--- src/rtl/trer_pkg.sv ---
// shared types, constants and fixed-point helpers for the odd-even reduction core
`default_nettype none

package trer_pkg;

  localparam int QDEPTH = 2;
  localparam int QPTR_W = (QDEPTH > 1) ? $clog2(QDEPTH) : 1;
  localparam int QCNT_W = $clog2(QDEPTH + 1);

  localparam logic signed [31:0] SAT_MAX = 32'sh7fff_ffff;
  localparam logic signed [31:0] SAT_MIN = 32'sh8000_0000;
  localparam logic signed [63:0] ROUND_HALF = 64'sd32768;
  localparam int QFRAC = 16;

  // config register index, word address bit 2
  typedef enum logic {
    REG_FIRST_BOUNDARY = 1'b0,
    REG_LAST_BOUNDARY  = 1'b1
  } reg_idx_t;

  typedef struct packed {
    logic signed [31:0] sub_coef;
    logic signed [31:0] diag_coef;
    logic signed [31:0] super_coef;
    logic signed [31:0] rhs_value;
    logic               final_row;
  } in_item_t;

  typedef struct packed {
    logic signed [31:0] red_lower;
    logic signed [31:0] red_main;
    logic signed [31:0] red_upper;
    logic signed [31:0] red_rhs;
    logic               red_last;
  } out_item_t;

  typedef struct packed {
    logic signed [31:0] coef_a;
    logic signed [31:0] coef_b;
    logic signed [31:0] coef_c;
    logic signed [31:0] rhs;
  } row_t;

  // one closed window, queued for the arithmetic back end
  typedef struct packed {
    row_t even_row;
    row_t odd_row;
    row_t close_row;
    logic first;
    logic last;
  } job_t;

  function automatic logic signed [31:0] sat64(input logic signed [63:0] v);
    logic signed [31:0] r;
    if (v > 64'(SAT_MAX)) begin
      r = SAT_MAX;
    end else if (v < 64'(SAT_MIN)) begin
      r = SAT_MIN;
    end else begin
      r = v[31:0];
    end
    return r;
  endfunction

  // q16.16 product, round half up, floor shift, saturate
  function automatic logic signed [31:0] qmul(input logic signed [31:0] x,
                                              input logic signed [31:0] y);
    logic signed [63:0] p;
    logic signed [63:0] s;
    p = $signed({{32{x[31]}}, x}) * $signed({{32{y[31]}}, y});
    s = (p + ROUND_HALF) >>> QFRAC;
    return sat64(s);
  endfunction

  function automatic logic signed [31:0] sat33(input logic signed [32:0] s);
    logic signed [31:0] r;
    if (s[32] != s[31]) begin
      r = s[32] ? SAT_MIN : SAT_MAX;
    end else begin
      r = s[31:0];
    end
    return r;
  endfunction

  function automatic logic signed [31:0] qadd(input logic signed [31:0] x,
                                              input logic signed [31:0] y);
    logic signed [32:0] s;
    s = $signed({x[31], x}) + $signed({y[31], y});
    return sat33(s);
  endfunction

  function automatic logic signed [31:0] qsub(input logic signed [31:0] x,
                                              input logic signed [31:0] y);
    logic signed [32:0] s;
    s = $signed({x[31], x}) - $signed({y[31], y});
    return sat33(s);
  endfunction

endpackage

`default_nettype wire

--- src/rtl/trer_queue.sv ---
// short job queue between front and back end
`default_nettype none

module trer_queue
  import trer_pkg::*;
(
  input  wire logic clk,
  input  wire logic rst,
  input  wire logic push,
  input  wire job_t push_job,
  output logic      full,
  input  wire logic pop,
  output job_t      head_job,
  output logic      head_valid
);

  job_t              slots [QDEPTH];
  logic [QPTR_W-1:0] wr_ptr;
  logic [QPTR_W-1:0] rd_ptr;
  logic [QCNT_W-1:0] count;

  assign full       = (count == QCNT_W'(QDEPTH));
  assign head_valid = (count != '0);
  assign head_job   = slots[rd_ptr];

  function automatic logic [QPTR_W-1:0] ptr_inc(input logic [QPTR_W-1:0] p);
    logic [QPTR_W-1:0] r;
    if (p == QPTR_W'(QDEPTH - 1)) begin
      r = '0;
    end else begin
      r = p + QPTR_W'(1);
    end
    return r;
  endfunction

  always_ff @(posedge clk) begin
    if (rst) begin
      wr_ptr <= '0;
      rd_ptr <= '0;
      count  <= '0;
    end else begin
      if (push) wr_ptr <= ptr_inc(wr_ptr);
      if (pop) rd_ptr <= ptr_inc(rd_ptr);
      if (push && !pop) begin
        count <= count + QCNT_W'(1);
      end else if (pop && !push) begin
        count <= count - QCNT_W'(1);
      end
    end
  end

  always_ff @(posedge clk) begin
    if (push) slots[wr_ptr] <= push_job;
  end

  a_no_overflow: assert property (@(posedge clk) disable iff (rst) push |-> !full)
    else $error("push into full queue");

  a_no_underflow: assert property (@(posedge clk) disable iff (rst) pop |-> head_valid)
    else $error("pop from empty queue");

endmodule

`default_nettype wire

--- config.mk ---
export PLATFORM = sky130hd
export DESIGN_NAME = trer_queue
export DESIGN_NICKNAME = d
export VERILOG_FILES = /design/src/rtl/trer_pkg.sv /design/src/rtl/trer_queue.sv
export SDC_FILE = /design/constraint.sdc
export NUM_CORES = 1
export LEC_CHECK = 0
export ABC_AREA = 1
export BUFFER_PORTS_ARGS = -buffer_cell sky130_fd_sc_hd__buf_2
export CAP_MARGIN = 20
export CORE_AREA = 2 2 299 301
export CTS_BUF_LIST = sky130_fd_sc_hd__clkbuf_8
export CTS_CLUSTER_DIAMETER = 80
export CTS_CLUSTER_SIZE = 12
export DETAILED_ROUTE_END_ITERATION = 8
export DIE_AREA = 0 0 301 303
export SYNTH_ARGS = -nofsm -noshare
export SYNTH_HDL_FRONTEND = slang
export SYNTH_SLANG_ARGS = --single-unit
--- constraint.sdc ---
create_clock -name clk -period 19.2 [get_ports clk]
set_input_delay 0.96 -clock clk [delete_from_list [all_inputs] [get_ports clk]]
set_output_delay 0.96 -clock clk [all_outputs]
set_load 0.1 [all_outputs]
* Word-level counts from Yosys, hierarchy flattened
Memory sizes are Yosys's and may differ from the RTL's. A register that Yosys moved wholly into a read port is not among the register bits.
Index checks and enable logic that the tools add are counted.
Widths: inputs -> output; s select.
** Word-level totals
- RAM bits :: 772
- Word-level logic and storage cells :: 23
- Bits in latches :: 0
- Bits of input ports :: 390
- Memories kept :: 1
- Bits in read-only memories :: 0
- Flip-flop bits (word level) :: 4
** Memory list
- slots :: depth 2, width 386, rd ports 1, clocked after Yosys merged registers in 1, write ports 1, RTL line trer_queue.sv:17 : job_t slots [QDEPTH];
** Cells by class
- Reduce and logical (&&, ||, !) cells :: 6
- Shifts and indexed selects :: 0
- Mux-type cells :: 8
- $lt $le $gt $ge :: 0
- Div/mod/pow operators :: 0
- Equality and inequality tests :: 1
- $add $sub $neg :: 4
- Bitwise logic cells :: 0
- Multiply operators :: 0
** Operator list (count)
- $mux 1 :: 6
- $mux 2 :: 2
- $reduce_bool 2->1 :: 2
- $add 1x1->1 const B :: 2
- $add 2x1->2 const B :: 1
- $eq 2x2->1 const B :: 1
- $logic_and 1x1->1 :: 2
- $logic_not 1->1 :: 2
- $sub 2x1->2 const B :: 1

* Longest topological paths before layout
- Word-level depth :: 4
- Gate-level depth with buffers :: 8
- Mapped depth without buffers :: 8

* Least setup slack after synthesis
No wires, ideal clock.
- Path kind :: input -> register
- Start :: input push
- End :: memory slots[0][0] (netlist bit), enable pin
- Library setup time :: 1154 ps
- Arrival :: 17117 ps
- Required time :: 18046 ps
- Setup slack :: 930 ps
- Cell stages on the path :: 2
- Path through :: inv_1 nor2_1
** Between the ends
- Longest elaborated chain between the ends :: 2
** Ends and longest elaborated chain
- start, declared :: RTL line trer_queue.sv:9 : input wire logic push,
- $mux 1 :: RTL line trer_queue.sv:53 : if (push) slots[wr_ptr] <= push_job;
- $mux 1 (not written as such) :: RTL line trer_queue.sv:53
- end, declared :: RTL line trer_queue.sv:17
Every way passes these cells.

==> key figures <==
Global routing
  • Tot GR Track Use: 13.1%
  • First-pass GRT wire length: between 90 and 100 mm
  • Largest net degree at the start of global routing: 152
  • Grt ovf: 0
  • Vias in the first global route: 15100
  • Initial antenna violation count: 23

Cells and area
  • Fillers: between 8000 and 9000
  • NumNets Final: around 2500
  • Layout cells sized above 1: 61.0%
  • Area growth, synth to finish: 22.1%

Pwr
  • PnR Total Power: around 3.8 mW
  • Internal power: about 2.5 mW
  • PD cells: between 100 and 150 mW/mm²
  • Sequential share of power: 51.7%
  • Net Sw Frac: between 30 and 40%
  • Leak: about 13 nW
  • VDD IR max: around 0.089 mV
  • Clk pwr share: a little under a quarter
  • Comb pwr share: between 20% and 30%
  • Switching power: 1.33 mW

Synthesis
  • Synth Area per Inst: between 20 and 25 µm²
  • Top FF cell, synth: edfxtp_1
  • Yosys reg bits: 777
  • Synth Warn #: 0
  • Sequential fraction of the synthesis area: roughly 83%
  • Synthesized cell area: 0.0282 mm²
  • Yosys top cell area share: between 80% and 90%
  • EDFF count, synth: 772
  • Synthesized Nets: about 1600
  • Synth async-reset ratio: 0%
  • Area contributors post-synth: edfxtp_1 (82%), mux2_2 (15%), buf_6 (1.6%)
  • Cells after Synth: about 1200
  • Post-synth cell types: 15
  • Area leader, netlist: edfxtp_1

Detailed routing
  • Routed WL: ~64 mm
  • DR vias/cell: ~4.4
  • Vias: ~14000
  • First-pass detailed-route iteration total: 6
  • WL per Instance: 19.7 µm
  • Antenna viol nets, final: 0
  • DRC: 0
  • 1st-iter DRT viols: between 700 and 800

Clock network
  • Cts hold-fix bufs: 0
  • H-tree levels: 3
  • Root buf cell: clkbuf_8
  • Postcts setup bufs: 0
  • Clk slew on worst S/H paths: ~0.090 ns
  • Max Buffers Root-to-Sink: 3
  • Post-CTS sizing: 0
  • Worst skew pair latency: between 0.6 and 0.7 ns
  • TritonCTS clock tree: yes
  • Clock sink count: a little under 800
  • Total CTS buffers: 76

Worst setup path
  • Worst EP arrival: between 3 and 4 ns
  • Critical path class: reg2out
  • Crit path capture type: primary output
  • CP max FO: 63
  • Crit path launch type: flip-flop
  • Req. time, crit path: 18.24 ns

STA
  • Final period util: around 26%
  • Slew Limit Headroom: approximately a third
  • Slew @ Worst Pin: about 1.0 ns
  • Max-slew violations: 0
  • Clk_skew: around 0.027 ns
  • RSZ-0062 raised after global routing: no
  • Final Hold Viols: 0
  • Finish-stage setup viols: 0
  • Post-route minimum period: between 4 and 5 ns
  • Highest clock rate: 203 MHz
  • Total negative slack: 0 ns

Die
  • Overall die width: roughly 300 µm
  • Die ar.: approximately 0.091 mm²
  • IO Count: between 700 and 800
  • Number of cell rows: around 110
  • Chip Height: between 300 and 400 µm
  • Initial core utilization: 32.1%
  • Total core area: 0.0880 mm²

Placement
  • Dpl hpwl: around 45 mm
  • Port bufs: between 700 and 800
  • GPL Wtd Cong: around 0.8

Flow run
  • Maxcap violations: 0

Outcome
  • Status: finished clean

Worst hold path
  • Worst hold path class: in2reg
## worst max-delay path: stages (launching register included)
cell and delay, ns:
dfxtp_4 0.85, buf_4 0.75, buf_4 0.80, mux2_2 0.34, buf_2 0.43
## flip-flops by register name, indices dropped and copies added (netlist names), named ones only
name	count
wr_ptr	1
rd_ptr	1
slots	772
count	2
## layout make-up
type | instances | area [µm²] | share of cell area, %
sequential | 777 | 23300 | 67.6
multi-input combinational | 405 | 4450 | 12.9
timing repair buffer | 791 | 4010 | 11.6
tap | 1165 | 1460 | 4.23
clock buffer | 80 | 1100 | 3.20
clock inverter | 15 | 91.3 | 0.265
inverter | 9 | 41.3 | 0.120
antenna | 12 | 30.0 | 0.0871
## cell usage in the layout (no fill, tap or decap), types with 2 or more instances in the layout
master,count
buf_2,777
edfxtp_1,772
mux2_2,386
clkbuf_8,80
inv_1,15
buf_4,13
diode_2,12
nand2_1,6
nor2_1,5
dfxtp_1,4
inv_6,3
clkinvlp_4,3
inv_8,2
## path summary, 6_finish.rpt
check / from / to / slack [ns] / cells past startpoint
setup / recovery: flip-flop / head_job[117] / 14.27 / 4
hold / removal: push_job[307] / slots[0][307] / 0.48 / 1
setup reg to reg: wr_ptr / slots[1][363] / 14.88 / 5
hold reg to reg: rd_ptr / flip-flop / 0.53 / 2
## synth_stat cells (4+ instances only)
cell type / count
buf_2: 4
buf_6: 39
dfxtp_1: 5
edfxtp_1: 772
inv_1: 9
mux2_2: 386
nand2_1: 6
nor2_1: 6
## power by group through the flow
stage	combinational (mW)	clock (mW)	sequential, mW
final	0.959	0.901	1.99
after global routing	0.989	1.00	2.00
after CTS	0.969	0.943	1.99
after detailed placement	0.967	0	2.03
after global placement	0.960	0	2.02
after floorplan	0.808	0	2.06
## routing by layer
layer / vias to the layer above / wire [µm] / track usage (%)
li1: 6535 / - / -
met3: 139 / 5470 / 4.85
met2: 524 / 34100 / 23.7
met5: - / 138 / 0
met4: 20 / 2020 / 5.52
met1: 7164 / 22400 / 13.7
## cells by family (layout without fill, tap and decap cells)
group	count (synthesis)	in the layout	synth area share (%)
and+or+nand+nor	15	15	0.217
AOI/OAI and AO/OA	2	2	0.0354
xor gates and xnor gates	1	1	0.0310
other	0	12	0
muxes	386	386	15.4
buffers and inverters	52	895	1.75
DFF	777	777	82.5
adders and majority gates	1	1	0.0443
## metrics by stage
step                      cells  utilization, %  area [µm²]  hold WS, ns  setup WS (ns)
after floorplan            1234               -       28200        0.480          0.930
after global placement     3147            37.8       33200        0.493          14.22
after detailed placement   3147            37.8       33200        0.502          14.12
after CTS                  3242            39.1       34400        0.377          14.12
after global routing       3254            39.2       34500        0.401          14.00
final                      3254            39.2       34500        0.476          14.27
Note: power is estimated with default switching activity, not from simulation.
