<file path="src/rtl/trer_pkg.sv">
// shared types, constants and fixed-point helpers for the odd-even reduction core
`default_nettype none

package trer_pkg;

  localparam int QDEPTH = 2;
  localparam int QPTR_W = (QDEPTH > 1) ? $clog2(QDEPTH) : 1;
  localparam int QCNT_W = $clog2(QDEPTH + 1);

  localparam logic signed [31:0] SAT_MAX = 32'sh7fff_ffff;
  localparam logic signed [31:0] SAT_MIN = 32'sh8000_0000;
  localparam logic signed [63:0] ROUND_HALF = 64'sd32768;
  localparam int QFRAC = 16;

  // config register index, word address bit 2
  typedef enum logic {
    REG_FIRST_BOUNDARY = 1'b0,
    REG_LAST_BOUNDARY  = 1'b1
  } reg_idx_t;

  typedef struct packed {
    logic signed [31:0] sub_coef;
    logic signed [31:0] diag_coef;
    logic signed [31:0] super_coef;
    logic signed [31:0] rhs_value;
    logic               final_row;
  } in_item_t;

  typedef struct packed {
    logic signed [31:0] red_lower;
    logic signed [31:0] red_main;
    logic signed [31:0] red_upper;
    logic signed [31:0] red_rhs;
    logic               red_last;
  } out_item_t;

  typedef struct packed {
    logic signed [31:0] coef_a;
    logic signed [31:0] coef_b;
    logic signed [31:0] coef_c;
    logic signed [31:0] rhs;
  } row_t;

  // one closed window, queued for the arithmetic back end
  typedef struct packed {
    row_t even_row;
    row_t odd_row;
    row_t close_row;
    logic first;
    logic last;
  } job_t;

  function automatic logic signed [31:0] sat64(input logic signed [63:0] v);
    logic signed [31:0] r;
    if (v > 64'(SAT_MAX)) begin
      r = SAT_MAX;
    end else if (v < 64'(SAT_MIN)) begin
      r = SAT_MIN;
    end else begin
      r = v[31:0];
    end
    return r;
  endfunction

  // q16.16 product, round half up, floor shift, saturate
  function automatic logic signed [31:0] qmul(input logic signed [31:0] x,
                                              input logic signed [31:0] y);
    logic signed [63:0] p;
    logic signed [63:0] s;
    p = $signed({{32{x[31]}}, x}) * $signed({{32{y[31]}}, y});
    s = (p + ROUND_HALF) >>> QFRAC;
    return sat64(s);
  endfunction

  function automatic logic signed [31:0] sat33(input logic signed [32:0] s);
    logic signed [31:0] r;
    if (s[32] != s[31]) begin
      r = s[32] ? SAT_MIN : SAT_MAX;
    end else begin
      r = s[31:0];
    end
    return r;
  endfunction

  function automatic logic signed [31:0] qadd(input logic signed [31:0] x,
                                              input logic signed [31:0] y);
    logic signed [32:0] s;
    s = $signed({x[31], x}) + $signed({y[31], y});
    return sat33(s);
  endfunction

  function automatic logic signed [31:0] qsub(input logic signed [31:0] x,
                                              input logic signed [31:0] y);
    logic signed [32:0] s;
    s = $signed({x[31], x}) - $signed({y[31], y});
    return sat33(s);
  endfunction

endpackage

`default_nettype wire

</file>
<file path="src/rtl/trer_front.sv">
// front end: row window tracking and job formation
`default_nettype none

module trer_front
  import trer_pkg::*;
(
  input  wire logic     clk,
  input  wire logic     rst,
  input  wire logic     in_valid,
  output logic          in_ready,
  input  wire in_item_t in_data,
  input  wire logic     q_full,
  output logic          push,
  output job_t          push_job
);

  typedef enum logic [2:0] {
    PH_EVEN  = 3'b001,
    PH_ODD   = 3'b010,
    PH_CLOSE = 3'b100
  } phase_t;

  phase_t phase;
  phase_t phase_next;
  logic   first_pending;
  logic   first_pending_next;
  row_t   even_store;
  row_t   odd_store;
  row_t   row;
  logic   in_fire;

  assign row = '{coef_a: in_data.sub_coef, coef_b: in_data.diag_coef,
                 coef_c: in_data.super_coef, rhs: in_data.rhs_value};

  // only a closing row needs queue space
  assign in_ready = (phase != PH_CLOSE) || !q_full;
  assign in_fire  = in_valid && in_ready;
  assign push     = in_fire && (phase == PH_CLOSE);

  assign push_job = '{even_row: even_store, odd_row: odd_store, close_row: row,
                      first: first_pending, last: in_data.final_row};

  always_comb begin
    phase_next         = phase;
    first_pending_next = first_pending;
    if (in_fire) begin
      unique case (phase)
        PH_ODD: begin
          phase_next = in_data.final_row ? PH_EVEN : PH_CLOSE;
          if (in_data.final_row) first_pending_next = 1'b1;
        end
        PH_CLOSE: begin
          phase_next         = in_data.final_row ? PH_EVEN : PH_ODD;
          first_pending_next = in_data.final_row;
        end
        default: begin
          phase_next = in_data.final_row ? PH_EVEN : PH_ODD;
          if (in_data.final_row) first_pending_next = 1'b1;
        end
      endcase
    end
  end

  always_ff @(posedge clk) begin
    if (rst) begin
      phase         <= PH_EVEN;
      first_pending <= 1'b1;
    end else begin
      phase         <= phase_next;
      first_pending <= first_pending_next;
    end
  end

  always_ff @(posedge clk) begin
    if (in_fire) begin
      if (phase == PH_ODD) begin
        odd_store <= row;
      end else if (phase != PH_CLOSE || !in_data.final_row) begin
        even_store <= row;
      end
    end
  end

  // a system that ends in a closed window leaves the tracker fresh
  a_end_resets: assert property (@(posedge clk) disable iff (rst)
    push && in_data.final_row |=> phase == PH_EVEN && first_pending)
    else $error("tracker not reset after last window");

  a_second_window: assert property (@(posedge clk) disable iff (rst)
    push && !in_data.final_row |=> !first_pending && phase == PH_ODD)
    else $error("first window mark not cleared");

endmodule

`default_nettype wire

</file>
<file path="config.mk">
export PLATFORM = sky130hd
export DESIGN_NAME = trer_front
export DESIGN_NICKNAME = d
export VERILOG_FILES = /design/src/rtl/trer_pkg.sv /design/src/rtl/trer_front.sv
export SDC_FILE = /design/constraint.sdc
export NUM_CORES = 1
export LEC_CHECK = 0
export ABC_CLOCK_PERIOD_IN_PS = 9900
export BUFFER_PORTS_ARGS = -buffer_cell sky130_fd_sc_hd__buf_2
export CORE_AREA = 10 10 194 196
export CTS_CLUSTER_DIAMETER = 150
export DETAILED_ROUTE_END_ITERATION = 16
export DIE_AREA = 0 0 204 206
export PLACE_DENSITY = 0.54
export SYNTH_ARGS = -nofsm -noshare
export SYNTH_HDL_FRONTEND = slang
export SYNTH_SLANG_ARGS = --single-unit
</file>
<file path="constraint.sdc">
create_clock -name clk -period 9.9 [get_ports clk]
set_input_delay 0.99 -clock clk [delete_from_list [all_inputs] [get_ports clk]]
set_output_delay 0.99 -clock clk [all_outputs]
set_load 0.02 [all_outputs]
</file>
---- Word-level counts from Yosys, hierarchy flattened ----
Cells that the tools add are included.
storage, ports and cells
  flip-flop bits (word level) ............. 260
  input port bits ......................... 133
  logic and storage cells ................. 29
operators by class
  equality and inequality tests ........... 3
  mux-type cells .......................... 5
  bitwise operators ....................... 1
  reductions and logical operators ........ 10
operator list
  cell                number
  $mux 3              2
  $reduce_and 2->1    2
  $eq 3x2->1 const B  1
  $eq 3x3->1 const B  1
  $ne 3x3->1 const B  1
  $reduce_and 3->1    1
  $logic_and 1x1->1   2
  $logic_not 1->1     2
  $logic_or 1x1->1    2
  $mux 1              2
  $mux 2              1
  $reduce_bool 2->1   1
  $not 1->1           1

---- Depth between registers and ports, before layout ----
  depth after elaboration ................. 4
  mapped depth ............................ 3
  gate-level depth less buffers ........... 3

---- Worst setup path after synthesis ----
OpenSTA, ideal clock, no wires.
  kind .................................... input port to flip-flop
  start ................................... input q_full
  end ..................................... register even_store, in the netlist push_job[258] (enable)
  library setup time ...................... 0.657 ns
  data arrival time ....................... 7.466 ns
  required time ........................... 9.243 ns
  setup slack ............................. 1.776 ns
  stages .................................. 3
  path buffers ............................ 0
  cells stage by stage .................... nand4bb_2 > nand2_1 > a21oi_1
on the way
  longest elaborated chain between the ends .. 4
ends and longest elaborated chain
  item                               RTL line          text
  start: declaration                 trer_front.sv:12  input wire logic q_full,
  $logic_not 1->1                    trer_front.sv:36  assign in_ready = (phase != PH_CLOSE) || !q_full;
  $logic_or 1x1->1                   trer_front.sv:36
  $logic_and 1x1->1                  trer_front.sv:37  assign in_fire = in_valid && in_ready;
  $reduce_and 3->1 (no source line)  n/a
  end signal: assignment             trer_front.sv:79  even_store <= row;
  end: declaration                   trer_front.sv:27  row_t even_store;
No other way between the ends.
A chain may end at the register's enable or synchronous reset.

---- Worst setup path in the final report ----
  start ................................... register phase[1]
  end ..................................... register odd_store, in the netlist push_job[214] (enable)
on the way
  longest elaborated chain between the ends .. 4
ends and longest elaborated chain
  item                                 RTL line          text
  start: declaration                   trer_front.sv:23  phase_t phase;
  start signal: assignment             trer_front.sv:69  phase <= phase_next;
  $ne 3x3->1                           trer_front.sv:36
  $logic_or 1x1->1                     trer_front.sv:36
  $logic_and 1x1->1                    trer_front.sv:37
  $reduce_and 2->1 (no source line) *  n/a
  end signal: assignment               trer_front.sv:77  odd_store <= row;
  end: declaration                     trer_front.sv:28  row_t odd_store;
Mark *: on every way between the ends. The rest lies on a longest branch, timed or not.

==> summary.md <==
| Metric | Value |
|---|---|
| Status | `complete, no violations` |
| CP required | `10,050 ps` |
| Simple-Gate Fraction of Synth Area | `0.985%` |
| Num CTS Buffers | `27` |
| EDFF count, synth | `256` |
| H-Tree Depth | `1` |
| Startpoint Class | `flop` |
| Total GRT Usage | `10.8%` |
| YS warnings | `0` |
| Final ANT Viol Nets | `0` |
| Die width | `204 µm` |
| Worst vdd ir | `0.000130 V` |
| Port buffer count | `520` |
| Slew @ Worst Pin | `943 ps` |
| R2R Path Start | `phase[1]` |
| HP Class | `flop to flop` |
| Most repeated cell in the gate-level netlist after synthesis | `edfxtp_1` |
| Max_cap viols | `0` |
| Post-synth cell types | `18` |
| Leakage power | `4.95 nW` |
| Layout cell share with drive strength beyond 1 | `65.9%` |
| Register bit total from synthesis | `260` |
| Remaining Overflow, GRT | `0` |
| Initial antenna violation count | `0` |
| RSZ-0062 raised after global routing | `no` |
| Clock buffer depth | `3` |
| Post-Synth Adder-Cell Area | `0%` |
| DRT Pass-1 Iters | `4` |
| Hold Path Cell Cnt | `2` |
| Pwr per Cell Area | `202 mW/mm²` |
| Crit. End Element | `flop` |
| Placed cells | `1,261` |
| Post-synth top flop | `edfxtp_1` |
| WL final | `24,900 µm` |
| Commonest cells in the netlist | `edfxtp_1, buf_4, dfxtp_1` |
| Placer Congestion | `0.767` |
| HP Start | `first_pending` |
| Complex-gate fraction of the synthesized area | `0.352%` |
| Final std cells w/o fill | `1,309` |
| Clock Latency Late Sink | `530 ps` |
| Clock root cell | `clkbuf_16` |
| Vias per cell | `3.80` |
| Main combinational cell family by area after synthesis | `buffers and inverters` |
| Mapped Nets | `546` |
| Area grow syn2layout | `34.3%` |
| 1st-iter DRT viols | `141` |
| Yosys top cell area share | `86.5%` |
| R2R depth | `4` |
| FMAX | `375 MHz` |
| Total die area | `0.0420 mm²` |
| Final hold vios | `0` |
| Clk slew on worst S/H paths | `60 ps` |
| Vias | `4,969` |
| Tcrit/Tclk final | `26.9%` |
| Fin Setup TNS | `0 ps` |
| Synthesized cell area | `0.00889 mm²` |
| Largest area contributor in the netlist | `edfxtp_1` |
| Syn avg cell area | `21.5 µm²` |
| CTS Hold Bufs | `0` |
| Setup bufs post-CTS | `0` |
| CTS tree | `yes` |
| NumNets Final | `968` |
| Number of global-route vias before repair | `5,333` |
| Crit. Startpoint | `phase[1]` |
| DP HPWL | `19,500 µm` |
| Largest net degree at the start of global routing | `68` |
| FFs w/ async S/R, synth | `0%` |
| Crit Path Category | `flop to flop` |
| Die Height | `206 µm` |
| Drt drc | `0` |
| Synth top area cells | `edfxtp_1, buf_4, dfxtp_1, mux2i_1, nand4bb_2` |
| CP Max Fanout | `65` |
| Slew margin rel. | `37.1%` |
| Core ar. | `0.0339 mm²` |
| Layout Skew | `11.0 ps` |
| Final setup vio count | `0` |
| I/O pin cnt | `521` |
| Post-synthesis mux area share | `0.225%` |
| Crit path DAT | `2810 ps` |
| # resized after CTS | `0` |
| Sink Count | `260` |
| Xor/xnor share of the synthesized area | `0%` |
| Final period demand of the worst path | `2670 ps` |
| Row count | `68` |
| Seq/Total Area, Yosys | `87.4%` |
| Drt wl/cell | `19.0 µm` |
| Starting Density | `26.2%` |
| Fin. max-slew vios | `0` |
| Post-synthesis cell count | `413` |
| First-pass GRT wire length | `34,700 µm` |
[registers in the layout (all words and copies together), names as in the netlist]
name	cells
push_job	256
phase	3
first_pending	1
[metal layers]
| layer | global-route usage, % | part of all wire [%] | vias up |
|---|---|---|---|
| met2 | 18.3 | 51 | 287 |
| met5 | 0 | 0 | - |
| met1 | 12.0 | 37 | 2378 |
| met3 | 4.55 | 11 | 37 |
| li1 | - | - | 2267 |
| met4 | 3.89 | 2.2 | 0 |
[worst paths after layout]
| check | slack (ps) | to |
|---|---|---|
| setup / recovery | 7230 | push_job[214] |
| hold / removal | 510 | first_pending |
| setup reg to reg | 7230 | push_job[214] |
| hold reg to reg | 510 | first_pending |
[through the flow]
step	instance area [µm²]	total power, mW	setup WS, ps	util, %	hold slack (ps)
finish	11900	2.41	7230	35.2	511
global placement	11100	1.50	6700	32.8	501
global route	11900	2.50	7020	35.2	566
detailed placement	11100	1.50	6680	32.8	499
CTS	11900	2.45	7190	35.2	518
floorplan	8890	1.43	1780	-	466
[where the power goes]
group | internal (mW) | leakage, nW | total, mW | switching, mW
logic | 0.0617 | 2.12 | 0.214 | 0.152
clock network | 0.546 | 0.397 | 0.933 | 0.387
registers | 1.25 | 2.43 | 1.26 | 0.00795
total | 1.86 | 4.95 | 2.41 | 0.548
[cell usage in the layout (no fill, tap or decap)]
cell type / n
a21oi_4: 1
buf_2: 520
inv_1: 2
clkinv_2: 5
or3b_1: 1
or4_1: 1
clkbuf_1: 3
clkbuf_16: 27
nor2_1: 2
nand3b_1: 1
nand2b_1: 2
o41ai_1: 1
nand4bb_2: 1
mux2i_1: 2
o211ai_1: 1
o21ai_1: 1
clkinv_1: 8
nand3_1: 2
diode_2: 1
edfxtp_1: 256
buf_4: 3
nand2_1: 3
a21oi_1: 1
clkinvlp_4: 2
dfxtp_1: 4
and2_4: 1
bufinv_16: 2
[layout make-up]
class	count	area [µm²]
fill	3260	22000
sequential	260	7770
timing repair buffer	523	2630
clock buffer	30	687
tap	455	569
multi-input combinational	21	153
clock inverter	17	130
inverter	2	7.51
antenna	1	2.50
[worst max-delay path, cell delays in order (launching register included)]
cell and delay (ps):
dfxtp_1 420, nand2b_1 90, nor2_1 130, and2_4 750, buf_4 790
[cell families (layout without fill, tap and decap cells)]
group | after synthesis | count (layout)
DFF | 260 | 260
buffers and inverters | 132 | 572
and+or+nand+nor | 14 | 14
AOI/OAI and AO/OA | 5 | 5
muxes | 2 | 2
other | 0 | 1
(Power assumes the default switching activity.)
